==> src/rtl/core/ita_pkg.sv <==
// Shared types, constants and microcode table for the integer to ASCII converter.
`timescale 1ns / 1ps

package ita_pkg;

  // Value width; the divider works on a whole number of bytes.
  localparam int ValueWidth = 64;
  localparam int DivStep    = 8;
  localparam int MagW       = ((ValueWidth + DivStep - 1) / DivStep) * DivStep;
  localparam int DivCycles  = MagW / DivStep;
  localparam int DivCntW    = (DivCycles > 1) ? $clog2(DivCycles) : 1;
  localparam int CntW       = $clog2(ValueWidth + 1);
  localparam int PcW        = 4;

  localparam logic [4:0] RadixMin = 5'd2;
  localparam logic [4:0] RadixMax = 5'd16;
  localparam logic [4:0] RadixDec = 5'd10;

  localparam logic [7:0] CharMinus = 8'h2d;
  localparam logic [7:0] CharNull  = 8'h00;

  localparam logic [7:0] DigitChars [16] = '{
    8'h30, 8'h31, 8'h32, 8'h33, 8'h34, 8'h35, 8'h36, 8'h37,
    8'h38, 8'h39, 8'h61, 8'h62, 8'h63, 8'h64, 8'h65, 8'h66
  };

  typedef struct packed {
    logic        req_type;
    logic [63:0] value;
    logic [4:0]  radix;
  } req_t;

  typedef struct packed {
    logic [7:0] char_code;
    logic       last;
    logic       radix_error;
  } rsp_t;

  // Datapath operations
  typedef enum logic [2:0] {
    OP_WAIT, OP_NOP, OP_NEGATE, OP_DIV, OP_PUSH, OP_SIGN, OP_DIGIT, OP_ERROR
  } op_t;

  // Jump conditions; false falls through to pc + 1
  typedef enum logic [2:0] {
    C_NEXT, C_ALWAYS, C_NO_ACCEPT, C_BAD_RADIX, C_DIV_BUSY, C_QUO_NZ, C_MORE
  } cond_t;

  typedef struct packed {
    op_t            op;
    cond_t          cond;
    logic [PcW-1:0] target;
  } uword_t;

  localparam logic [PcW-1:0] PcWait  = 4'd0;
  localparam logic [PcW-1:0] PcCheck = 4'd1;
  localparam logic [PcW-1:0] PcNeg   = 4'd2;
  localparam logic [PcW-1:0] PcDiv   = 4'd3;
  localparam logic [PcW-1:0] PcPush  = 4'd4;
  localparam logic [PcW-1:0] PcSign  = 4'd5;
  localparam logic [PcW-1:0] PcDigit = 4'd6;
  localparam logic [PcW-1:0] PcDone  = 4'd7;
  localparam logic [PcW-1:0] PcError = 4'd8;

  // Microcode ROM
  function automatic uword_t ucode(input logic [PcW-1:0] pc);
    uword_t w;
    w = '{op: OP_NOP, cond: C_ALWAYS, target: PcWait};
    unique case (pc)
      PcWait:  w = '{op: OP_WAIT,   cond: C_NO_ACCEPT, target: PcWait};
      PcCheck: w = '{op: OP_NOP,    cond: C_BAD_RADIX, target: PcError};
      PcNeg:   w = '{op: OP_NEGATE, cond: C_NEXT,      target: PcWait};
      PcDiv:   w = '{op: OP_DIV,    cond: C_DIV_BUSY,  target: PcDiv};
      PcPush:  w = '{op: OP_PUSH,   cond: C_QUO_NZ,    target: PcDiv};
      PcSign:  w = '{op: OP_SIGN,   cond: C_NEXT,      target: PcWait};
      PcDigit: w = '{op: OP_DIGIT,  cond: C_MORE,      target: PcDigit};
      PcDone:  w = '{op: OP_NOP,    cond: C_ALWAYS,    target: PcWait};
      PcError: w = '{op: OP_ERROR,  cond: C_ALWAYS,    target: PcWait};
      default: w = '{op: OP_NOP,    cond: C_ALWAYS,    target: PcWait};
    endcase
    return w;
  endfunction

endpackage

==> src/rtl/core/integer_to_ascii_radix_top.sv <==
// Integer to ASCII converter top level: microcode sequencer and datapath.
`timescale 1ns / 1ps

// Converts one 64-bit value per item into lower-case ASCII digits in radix 2..16,
// most significant digit first, one character per output item, with last set on
// the final one. Signed decimal requests with the sign bit set print '-' and then
// the magnitude; other signed requests print the raw bit pattern as unsigned.
// A radix outside 2..16 gives one item with char_code 0, last and radix_error.
// Items are handled one at a time: req_stall is high whenever the sequencer is
// away from its wait word, from the accept until the conversion is through. The
// sequencer checks the radix and takes the magnitude; then for each digit the
// shared divider, which retires 8 quotient bits a cycle, runs and the remainder
// is pushed. The sign step follows whether or not it prints a '-', then one emit
// step per digit, which waits while the output is stalled. Worst case is radix 2
// at 64 digits.
// Control is a 9-word microcode ROM (ita_pkg::ucode) stepped by a program counter;
// digits collect on a 64-deep stack of 4-bit entries and are popped in order.
module integer_to_ascii_radix_top (
  input  logic         clk,
  input  logic         rst,
  input  logic         req_valid,
  output logic         req_stall,
  input  ita_pkg::req_t req,
  output logic         rsp_valid,
  input  logic         rsp_stall,
  output ita_pkg::rsp_t rsp
);

  // sequencer
  logic [ita_pkg::PcW-1:0] pc;
  logic [ita_pkg::PcW-1:0] pc_next;
  ita_pkg::uword_t         uw;

  // datapath registers
  logic [ita_pkg::MagW-1:0]    mag;       // dividend, then quotient
  logic [3:0]                  rem;       // running remainder
  logic [4:0]                  radix_q;
  logic                        signed_q;
  logic                        neg;
  logic [ita_pkg::DivCntW-1:0] div_cnt;
  logic [3:0]                  stack [ita_pkg::ValueWidth];
  logic [ita_pkg::CntW-1:0]    cnt;       // digits on the stack

  logic                        out_free;
  logic                        emit;
  logic                        hold;
  logic                        cond_true;
  logic                        bad_radix;
  logic [ita_pkg::MagW-1:0]    div_mag_next;
  logic [3:0]                  div_rem_next;
  logic [ita_pkg::MagW-1:0]    mag_neg;
  logic                        neg_take;
  ita_pkg::rsp_t               rsp_next;

  assign uw        = ita_pkg::ucode(pc);
  assign req_stall = (pc != ita_pkg::PcWait);
  assign out_free  = !rsp_valid || !rsp_stall;
  assign bad_radix = (radix_q < ita_pkg::RadixMin) || (radix_q > ita_pkg::RadixMax);
  assign neg_take  = signed_q && (radix_q == ita_pkg::RadixDec) &&
                     mag[ita_pkg::ValueWidth-1];

  // Eight restoring division steps per cycle; remainder stays below radix.
  always_comb begin
    logic [ita_pkg::MagW-1:0] d;
    logic [4:0]               r;
    logic [4:0]               t;
    d = mag;
    r = {1'b0, rem};
    for (int k = 0; k < ita_pkg::DivStep; k++) begin
      t = {r[3:0], d[ita_pkg::MagW-1]};
      d = {d[ita_pkg::MagW-2:0], 1'b0};
      if (t >= radix_q) begin
        r    = t - radix_q;
        d[0] = 1'b1;
      end else begin
        r = t;
      end
    end
    div_mag_next = d;
    div_rem_next = r[3:0];
  end

  // Two's-complement magnitude over the value width only.
  always_comb begin
    mag_neg = '0;
    mag_neg[ita_pkg::ValueWidth-1:0] = ~mag[ita_pkg::ValueWidth-1:0] + 1'b1;
  end

  // Output steps wait for a free output register.
  always_comb begin
    emit     = 1'b0;
    rsp_next = '{char_code: ita_pkg::CharNull, last: 1'b0, radix_error: 1'b0};
    unique case (uw.op)
      ita_pkg::OP_SIGN: begin
        emit     = neg;
        rsp_next = '{char_code: ita_pkg::CharMinus, last: 1'b0, radix_error: 1'b0};
      end
      ita_pkg::OP_DIGIT: begin
        emit     = 1'b1;
        rsp_next = '{char_code: ita_pkg::DigitChars[stack[0]],
                     last: (cnt == ita_pkg::CntW'(1)), radix_error: 1'b0};
      end
      ita_pkg::OP_ERROR: begin
        emit     = 1'b1;
        rsp_next = '{char_code: ita_pkg::CharNull, last: 1'b1, radix_error: 1'b1};
      end
      default: begin
        emit = 1'b0;
      end
    endcase
  end

  assign hold = emit && !out_free;

  always_comb begin
    unique case (uw.cond)
      ita_pkg::C_NEXT:      cond_true = 1'b0;
      ita_pkg::C_ALWAYS:    cond_true = 1'b1;
      ita_pkg::C_NO_ACCEPT: cond_true = !req_valid;
      ita_pkg::C_BAD_RADIX: cond_true = bad_radix;
      ita_pkg::C_DIV_BUSY:  cond_true = (div_cnt != ita_pkg::DivCntW'(ita_pkg::DivCycles - 1));
      ita_pkg::C_QUO_NZ:    cond_true = (mag != '0);
      ita_pkg::C_MORE:      cond_true = (cnt != ita_pkg::CntW'(1));
      default:              cond_true = 1'b0;
    endcase
  end

  always_comb begin
    if (hold) begin
      pc_next = pc;
    end else if (cond_true) begin
      pc_next = uw.target;
    end else begin
      pc_next = pc + 1'b1;
    end
  end

  always_ff @(posedge clk) begin
    if (rst) begin
      pc        <= ita_pkg::PcWait;
      rsp_valid <= 1'b0;
    end else begin
      pc <= pc_next;
      if (rsp_valid && !rsp_stall) begin
        rsp_valid <= 1'b0;
      end
      if (emit && out_free) begin
        rsp_valid <= 1'b1;
        rsp       <= rsp_next;
      end

      unique case (uw.op)
        ita_pkg::OP_WAIT: begin
          if (req_valid) begin
            mag      <= ita_pkg::MagW'(req.value[ita_pkg::ValueWidth-1:0]);
            radix_q  <= req.radix;
            signed_q <= req.req_type;
            neg      <= 1'b0;
            cnt      <= '0;
          end
        end
        ita_pkg::OP_NEGATE: begin
          if (neg_take) begin
            mag <= mag_neg;
            neg <= 1'b1;
          end
          rem     <= '0;
          div_cnt <= '0;
        end
        ita_pkg::OP_DIV: begin
          mag     <= div_mag_next;
          rem     <= div_rem_next;
          div_cnt <= div_cnt + 1'b1;
        end
        ita_pkg::OP_PUSH: begin
          for (int i = ita_pkg::ValueWidth - 1; i > 0; i--) begin
            stack[i] <= stack[i-1];
          end
          stack[0] <= rem;
          cnt      <= cnt + 1'b1;
          rem      <= '0;
          div_cnt  <= '0;
        end
        ita_pkg::OP_DIGIT: begin
          if (out_free) begin
            for (int i = 0; i < ita_pkg::ValueWidth - 1; i++) begin
              stack[i] <= stack[i+1];
            end
            cnt <= cnt - 1'b1;
          end
        end
        default: begin
        end
      endcase
    end
  end

endmodule

==> config.mk <==
export PLATFORM = sky130hd
export DESIGN_NAME = integer_to_ascii_radix_top
export DESIGN_NICKNAME = d
export VERILOG_FILES = /design/src/rtl/core/ita_pkg.sv /design/src/rtl/core/integer_to_ascii_radix_top.sv
export SDC_FILE = /design/constraint.sdc
export NUM_CORES = 1
export LEC_CHECK = 0
export BUFFER_PORTS_ARGS = -buffer_cell sky130_fd_sc_hd__buf_2
export CAP_MARGIN = 20
export CORE_MARGIN = 2
export CORE_UTILIZATION = 50
export DETAILED_ROUTE_END_ITERATION = 8
export PLACE_DENSITY = 0.72
export RECOVER_POWER = 25
export SLEW_MARGIN = 20
export SYNTH_ARGS = -nofsm -noshare
export SYNTH_HDL_FRONTEND = slang
export SYNTH_SLANG_ARGS = --single-unit
==> constraint.sdc <==
create_clock -name clk -period 39.9 [get_ports clk]
set_clock_uncertainty 0.1 [all_clocks]
set_input_delay 0 -clock clk [delete_from_list [all_inputs] [get_ports clk]]
set_output_delay 0 -clock clk [all_outputs]
set_load 0.005 [all_outputs]
==> results of run 1 <==
-- how the worst max path moves through the flow --
| stage | from | end | slack (ns) | depth (start not counted) |
|---|---|---|---|---|
| after floorplan | uw[7]$_SDFF_PP1_ | stack[0][0]$_DFFE_PP_ | 19.99 | 5 |
| after global placement | radix_q[1]$_DFFE_PP_ | rem[3]$_SDFFCE_PP0P_ | 27.08 | 52 |
| after detailed placement | radix_q[1]$_DFFE_PP_ | rem[3]$_SDFFCE_PP0P_ | 26.80 | 52 |
| after CTS | radix_q[1]$_DFFE_PP_ | rem[3]$_SDFFCE_PP0P_ | 26.75 | 52 |
| after global routing | radix_q[1]$_DFFE_PP_ | mag[0]$_DFFE_PP_ | 25.45 | 52 |
| final | radix_q[1]$_DFFE_PP_ | mag[0]$_DFFE_PP_ | 26.66 | 52 |
-- layout by cell type, fill, tap and decap left out, types with 10 or more instances in the layout --
master and count:
or4_1 12, xor2_1 28, dlygate4sd3_1 73, nand3_1 16
ha_1 54, inv_1 43, and3_1 10, clkbuf_1 21
nand2_1 114, nor3_1 29, nor2_1 92, a21o_1 36
o21ai_0 84, xnor2_1 41, a21oi_1 79, mux2i_1 17
clkbuf_16 43, nor4_1 19, buf_2 76, mux2_2 269
edfxtp_1 350, nand2b_1 20, dfxtp_1 14
-- critical path: cells and delay by family (launching register included) --
family	cells	cell delay (ns)
AO/OA/AOI/OAI	35	7.38
adder cells (fa/ha/maj)	8	2.46
buffers and inverters	4	0.66
flip-flops	1	0.69
multiplexers	4	1.29
AND/OR/NAND/NOR	1	0.19
-- through the flow --
step	cells	util (%)	hold WS [ns]	worst slack, ns
finish	2199	58.6	0.0814	26.66
global route	2198	58.6	0.0625	25.45
CTS	2195	58.7	0.0512	26.75
detailed placement	2052	53.3	0.0833	26.80
global placement	2052	53.3	0.0818	27.08
floorplan	1521	-	-0.00113	19.99
-- Yosys cell counts, types with 10 or more instances --
| library cell | number | area, sq um |
|---|---|---|
| and3_1 | 10 | 62.6 |
| xnor2_1 | 41 | 359 |
| nor3_1 | 29 | 145 |
| mux2i_1 | 17 | 170 |
| o21ai_0 | 85 | 425 |
| a21oi_1 | 79 | 395 |
| nor2_1 | 92 | 345 |
| or4_1 | 12 | 90.1 |
| dfxtp_1 | 14 | 280 |
| a21o_1 | 36 | 270 |
| clkbuf_1 | 61 | 229 |
| inv_1 | 43 | 161 |
| nor4_1 | 19 | 119 |
| nand3_1 | 16 | 80.1 |
| xor2_1 | 28 | 245 |
| buf_1 | 10 | 37.5 |
| nand2_1 | 114 | 428 |
| nand2b_1 | 20 | 125 |
| mux2_2 | 269 | 3030 |
| edfxtp_1 | 350 | 10500 |
| ha_1 | 54 | 676 |
-- cell families after synthesis --
group,count (synthesis)
buffers and inverters,118
multiplexers,286
flip-flops,364
XOR/XNOR,69
AO/OA/AOI/OAI,256
other,1
AND/OR/NAND/NOR,365
adder cells (fa/ha/maj),62
-- state kept, by name (all words and copies together), names as in the netlist --
register and cells:
rsp 9, neg 1, pc 4, rem 4, cnt 7, signed_q 1
radix_q 5, stack 256, div_cnt 3, mag 64, rsp_valid 1, uw 9
-- layer usage --
layer | vias up | part of all wire [%]
met5 | - | 0.037
met4 | 2 | 3.4
met3 | 92 | 4.7
met2 | 304 | 46
met1 | 5970 | 45
li1 | 5987 | -
-- what timing repair did --
item	CTS	global route
hold endpoints to repair	84	0
endpoints found under the setup margin	0	0
hold buffers	73	0
-- layout make-up --
class / instances / share of cell area, %
clock buffers: 51 / 4.99
diodes: 4 / 0.0452
inverters: 44 / 0.745
well taps: 511 / 2.88
repair buffers: 167 / 5.48
multi-input cells: 1039 / 36.3
flip-flops and latches: 364 / 48.7
clock inverters: 19 / 0.898
==> flow_metrics.py, run 1 <==
metrics = {
    "outcome": {
        "status": "finished with violations",
        "violations": "max-capacitance violations, max-slew violations",
    },
    "layout": {
        "fin_nets": 1792,
        "nFillCells": 3015,
        "ff_latch_area_sq_um": 10800,
        "drive_gt1_share_pct": 25.1,
        "multiInputGateArea_sq_um": 8040,
        "area_growth_pct": 15.0,
        "stdcell_area_sq_um": 22200,
    },
    "cts": {
        "clk_latency_ns": 0.54,
        "cts-resized-gates": 0,
        "h-tree-depth": 2,
        "clk_pin_slew_ns": 0.06,
        "cts_tree": "yes",
        "postCtsSetupBuffers": 0,
        "cts_buffers": 40,
        "cts_num_sinks": 364,
        "cts_max_path_buffers": 3,
        "cts_root_buffer": "clkbuf_16",
    },
    "global_routing": {
        "met2_usage_pct": 29.5,
        "met1_usage_pct": 25.4,
        "grt_pass1_vias": 12200,
        "busiest_layer": "met2",
        "grt_use_total_pct": 18.6,
        "grt_first_pass_wirelength_um": 61900,
        "grt_max_degree": 189,
        "grt.met3_usage_pct": 3.30,
        "antenna_found_initial": 5,
        "overflow": 0,
    },
    "route": {
        "drt_iter0_markers": 1083,
        "ant_nets": 0,
        "wl_um": 37800,
        "dr.pass1.iters": 5,
        "avgRoutedWirePerCell_um": 17.2,
        "vias_per_cell": 5.62,
        "vias": 12400,
        "drc": 0,
    },
    "yosys": {
        "ys_seq_area_share_pct": 56.0,
        "synth_ff_type": "edfxtp_1",
        "synthAdderAreaFrac_pct": 4.34,
        "synth_seq_cells": 364,
        "synth_top_family_by_area": "multiplexers",
        "yosysWarnings": 0,
        "synth.net_count": 1657,
        "synth_cells": 1521,
        "synthMuxAreaShare_pct": 16.6,
        "synthXorXnorAreaFrac_pct": 3.14,
        "synth_edf_count": 350,
        "avgSynthCellArea_sq_um": 12.7,
        "synth_compound_area_share_pct": 8.35,
        "synth_cell_types": 71,
        "async_reset_ff_share_pct": 0,
        "synth-simple-area-share_pct": 9.21,
        "synth_area_sq_um": 19300,
    },
    "timing": {
        "fmax_mhz": 75.5,
        "rsz0062_at_grt": "no",
        "drv_slew": 362,
        "worst_pin_slew_ns": 4.64,
        "finalHoldViolations": 0,
        "fin_setup_tns_ns": 0,
        "setup_violations": 0,
        "slew_headroom_pct": -209,
        "period_minus_slack_ns": 13.24,
        "fin_crit_sh_pct": 33.2,
    },
    "worst_hold_path": {
        "hp-class": "in2reg",
        "hold_end": "radix_q[4]$_DFFE_PP_",
        "min_from": "req[4]",
        "whs_path_depth": 2,
    },
    "die": {
        "die_y_um": 200,
        "io_pins": 86,
        "num_rows": 71,
        "die_x_um": 200,
        "fp.coreArea_sq_um": 37800,
        "die_area_sq_um": 40100,
        "start_util_pct": 50.9,
    },
    "place": {
        "globalplace.congestion": 0.844,
        "dp_hpwl_um": 23700,
        "placed_cell_area_sq_um": 20200,
        "portBuffers": 84,
    },
    "job": {
        "maxCapViolations": 4,
    },
    "critical_path": {
        "critPathRequiredTime_ns": 39.91,
        "endpoint_kind": "flip-flop",
        "cp_common_cell": "a21o_1",
        "r2r_end": "mag[0]$_DFFE_PP_",
        "slowest_delay_ns": 0.69,
        "cp_max_fo": 10,
        "rrSetupSlack_ns": 26.66,
        "ff2ff_path_depth": 52,
        "arrival_ns": 13.25,
        "path_class": "reg2reg",
        "critical-path-slowest-cell": "edfxtp_1",
        "start_kind": "flip-flop",
        "worstReg2RegStart": "radix_q[1]$_DFFE_PP_",
    },
}
Power of run 1 is left out: the tool's default activity adds up to more than one toggle a clock period on the data nets, which glitch-free logic cannot reach.
==> inputs of run 2 (changes only) <==
--- a/config.mk
+++ b/config.mk
@@ -5,12 +5,13 @@
 export SDC_FILE = /design/constraint.sdc
 export NUM_CORES = 1
 export LEC_CHECK = 0
+export ABC_AREA = 1
 export BUFFER_PORTS_ARGS = -buffer_cell sky130_fd_sc_hd__buf_2
 export CAP_MARGIN = 20
 export CORE_MARGIN = 2
 export CORE_UTILIZATION = 50
 export DETAILED_ROUTE_END_ITERATION = 8
-export PLACE_DENSITY = 0.72
+export PLACE_DENSITY = 0.74
 export RECOVER_POWER = 25
 export SLEW_MARGIN = 20
 export SYNTH_ARGS = -nofsm -noshare
==> constraint.sdc (replaced) <==
create_clock -name clk -period 11.45 [get_ports clk]
set_clock_uncertainty 0.1 [all_clocks]
set_input_delay 0 -clock clk [delete_from_list [all_inputs] [get_ports clk]]
set_output_delay 0 -clock clk [all_outputs]
set_load 0.005 [all_outputs]
==> run 2 against run 1 <==
The run still ends with max-capacitance violations, max-slew violations left; synthesized cell count increased by 43%; sequential share of layout area fell by 0.81 points; final area grew 1.7%; flip-flop and latch count is the same; clock-buffer cell count stayed put; routed wire length is 19% higher; setup slack lost 26 ns; synthesized area up 2.1%; non-clock buffer count is 12 higher.
==> flow_metrics.py, run 2 <==
metrics = {
    "yosys": {
        "synth_edf_count": 350,
        "synth_ff_type": "edfxtp_1",
        "synth_top_cell_area_share_pct": 53.4,
        "synth.most_common_cell": "nand2_1",
        "synth_compound_area_share_pct": 11.9,
        "synthXorXnorAreaFrac_pct": 0.801,
        "avgSynthCellArea_sq_um": 9.04,
        "synthTopCellsByArea": "edfxtp_1, nand2_1, o21ai_0, inv_1, ha_1",
        "yosysTopAreaCell": "edfxtp_1",
        "synthAdderAreaFrac_pct": 4.25,
        "yosysWarnings": 0,
        "async_reset_ff_share_pct": 0,
        "synth_top_family_by_area": "simple AND/OR/NAND/NOR gates",
        "synth_area_sq_um": 19700,
        "synth_seq_cells": 364,
        "synth.net_count": 2314,
        "synth_cells": 2178,
        "synth-simple-area-share_pct": 20.8,
        "synthTopCellsByCount": "nand2_1, edfxtp_1, inv_1, o21ai_0, nand3_1",
        "synthMuxAreaShare_pct": 0,
        "ys_seq_area_share_pct": 54.8,
        "synth_cell_types": 53,
    },
    "worst_hold_path": {
        "hp-class": "in2reg",
        "whs_path_depth": 2,
    },
    "critical_path": {
        "start_kind": "flip-flop",
        "endpoint_kind": "flip-flop",
        "cp_common_cell": "nand2_1",
        "ff2ff_path_depth": 65,
        "path_class": "reg2reg",
        "critPathRequiredTime_ns": 11.66,
        "critPathLaunch": "radix_q[1]$_DFFE_PP_",
        "slowest_delay_ns": 0.35,
        "critical-path-slowest-cell": "edfxtp_1",
        "arrival_ns": 10.84,
        "rrSetupSlack_ns": 0.82,
        "cp_max_fo": 11,
        "crit_path_end": "rem[2]$_SDFFCE_PP0P_",
        "r2r_end": "rem[2]$_SDFFCE_PP0P_",
        "worstReg2RegStart": "radix_q[1]$_DFFE_PP_",
    },
    "place": {
        "placed_cell_area_sq_um": 20600,
        "globalplace.congestion": 0.930,
        "portBuffers": 84,
        "dp_hpwl_um": 29300,
    },
    "cts": {
        "h-tree-depth": 2,
        "cts_root_buffer": "clkbuf_16",
        "cts_num_sinks": 364,
        "cts_tree": "yes",
        "cts_buffers": 40,
        "cts_max_path_buffers": 3,
        "clk_pin_slew_ns": 0.06,
        "clk_latency_ns": 0.56,
    },
    "global_routing": {
        "antenna_found_initial": 0,
        "grt_max_degree": 259,
        "grt_first_pass_wirelength_um": 74200,
        "grt_pass1_vias": 15400,
        "overflow": 0,
        "met2_usage_pct": 36.7,
        "met1_usage_pct": 28.8,
        "grt_use_total_pct": 22.1,
        "grt.met3_usage_pct": 3.89,
        "busiest_layer": "met2",
    },
    "die": {
        "die_x_um": 202,
        "die_y_um": 202,
        "num_rows": 72,
        "start_util_pct": 50.8,
        "io_pins": 86,
        "fp.coreArea_sq_um": 38700,
        "die_area_sq_um": 41000,
    },
    "timing": {
        "setup_violations": 0,
        "hold_ws_ns": 0.0663,
        "finalHoldViolations": 0,
        "drv_slew": 465,
        "fin_setup_tns_ns": 0,
        "slew_headroom_pct": -504,
        "worst_pin_slew_ns": 9.07,
        "fmax_mhz": 94.1,
        "period_minus_slack_ns": 10.63,
        "fin_crit_sh_pct": 92.8,
    },
    "layout": {
        "area_growth_pct": 14.5,
        "n_antenna_cell": 0,
        "reg.largest.list": "stack: 256 flops, mag: 64 flops",
        "stdcell_area_sq_um": 22500,
        "final_common_cell": "nand2_1",
        "fin_nets": 2458,
        "largest-register": "stack",
        "drive_gt1_share_pct": 9.63,
        "layout_common_cells": "nand2_1, edfxtp_1, inv_1",
        "nFillCells": 3356,
        "largest_register_ffs": 256,
    },
    "outcome": {
        "status": "finished with violations",
        "violations": "max-capacitance violations, max-slew violations",
    },
    "route": {
        "drt_iter0_markers": 1409,
        "vias": 15600,
        "dr.pass1.iters": 6,
        "drc": 0,
        "avgRoutedWirePerCell_um": 15.7,
        "wl_um": 45100,
        "vias_per_cell": 5.44,
        "ant_nets": 0,
    },
    "job": {
        "maxCapViolations": 4,
    },
}
run 2: cell count changes in the layout (fill, tap and decap cells not counted), sizes merged, moves of 38 or more:
| cell | previous run | this run |
|---|---|---|
| o21ai | 85 | 307 |
| nor2 | 92 | 140 |
| inv | 45 | 296 |
| mux2 | 269 | 0 |
| nand3 | 16 | 133 |
| a21oi | 80 | 42 |
| o211ai | 2 | 43 |
| nand2 | 114 | 597 |
run 2: routing by layer:
layer  wire [um]  vias up
met5           0        -
met4        1340        0
met3        2630      102
met2       21800      499
met1       19300     7330
li1            -     7659
run 2: kinds of logic (layout without fill, tap and decap cells):
kind of cell    Yosys count  in the layout
fa+ha+maj                62             62
buf+inv                 373            543
other cells               1              1
simple gates            936            936
xor+xnor                 18             18
compound gates          424            424
flops                   364            364
run 2: through the flow:
stage / worst slack, ns / utilization [%] / instances
after CTS: 0.0958 / 58.2 / 2860
final: 0.819 / 58.2 / 2866
after detailed placement: 0.147 / 53.1 / 2718
after global placement: 0.627 / 53.1 / 2718
after global routing: -0.0531 / 58.2 / 2866
after floorplan: 1.53 / - / 2178
run 2: what timing repair did:
| action | CTS | global route |
|---|---|---|
| buffers inserted | 0 | 6 |
| hold buffers | 74 | 0 |
| resized for setup | 0 | 16 |
| hold endpoints to repair | 99 | 0 |
| endpoints found under the setup margin | 0 | 5 |
run 2: worst max-delay path: cells and delay by family (launching register included):
kind,cells,cell delay (ns)
compound gates,19,3.24
simple gates,23,2.26
flops,1,0.35
fa+ha+maj,8,2.50
buf+inv,15,1.99
run 2: how the worst min path moves through the flow:
| stage | endpoint | start | slack [ns] |
|---|---|---|---|
| floorplan | rsp_valid$_SDFFE_PP0P_ | rst | -0.03 |
| global placement | radix_q[3]$_DFFE_PP_ | req[3] | 0.08 |
| detailed placement | radix_q[0]$_DFFE_PP_ | req[0] | 0.08 |
| CTS | radix_q[0]$_DFFE_PP_ | req[0] | 0.04 |
| global route | radix_q[1]$_DFFE_PP_ | req[1] | 0.05 |
| finish | radix_q[1]$_DFFE_PP_ | req[1] | 0.07 |
run 2: cell type report:
type | instances | area [sq um] | area share (%)
sequential | 364 | 10800 | 47.9
multi-input combinational | 1441 | 7480 | 33.2
timing repair buffer | 179 | 1300 | 5.77
inverter | 296 | 1110 | 4.95
clock buffer | 51 | 1060 | 4.72
tap | 518 | 648 | 2.88
clock inverter | 17 | 135 | 0.600
Power of run 2 is left out for the same reason.
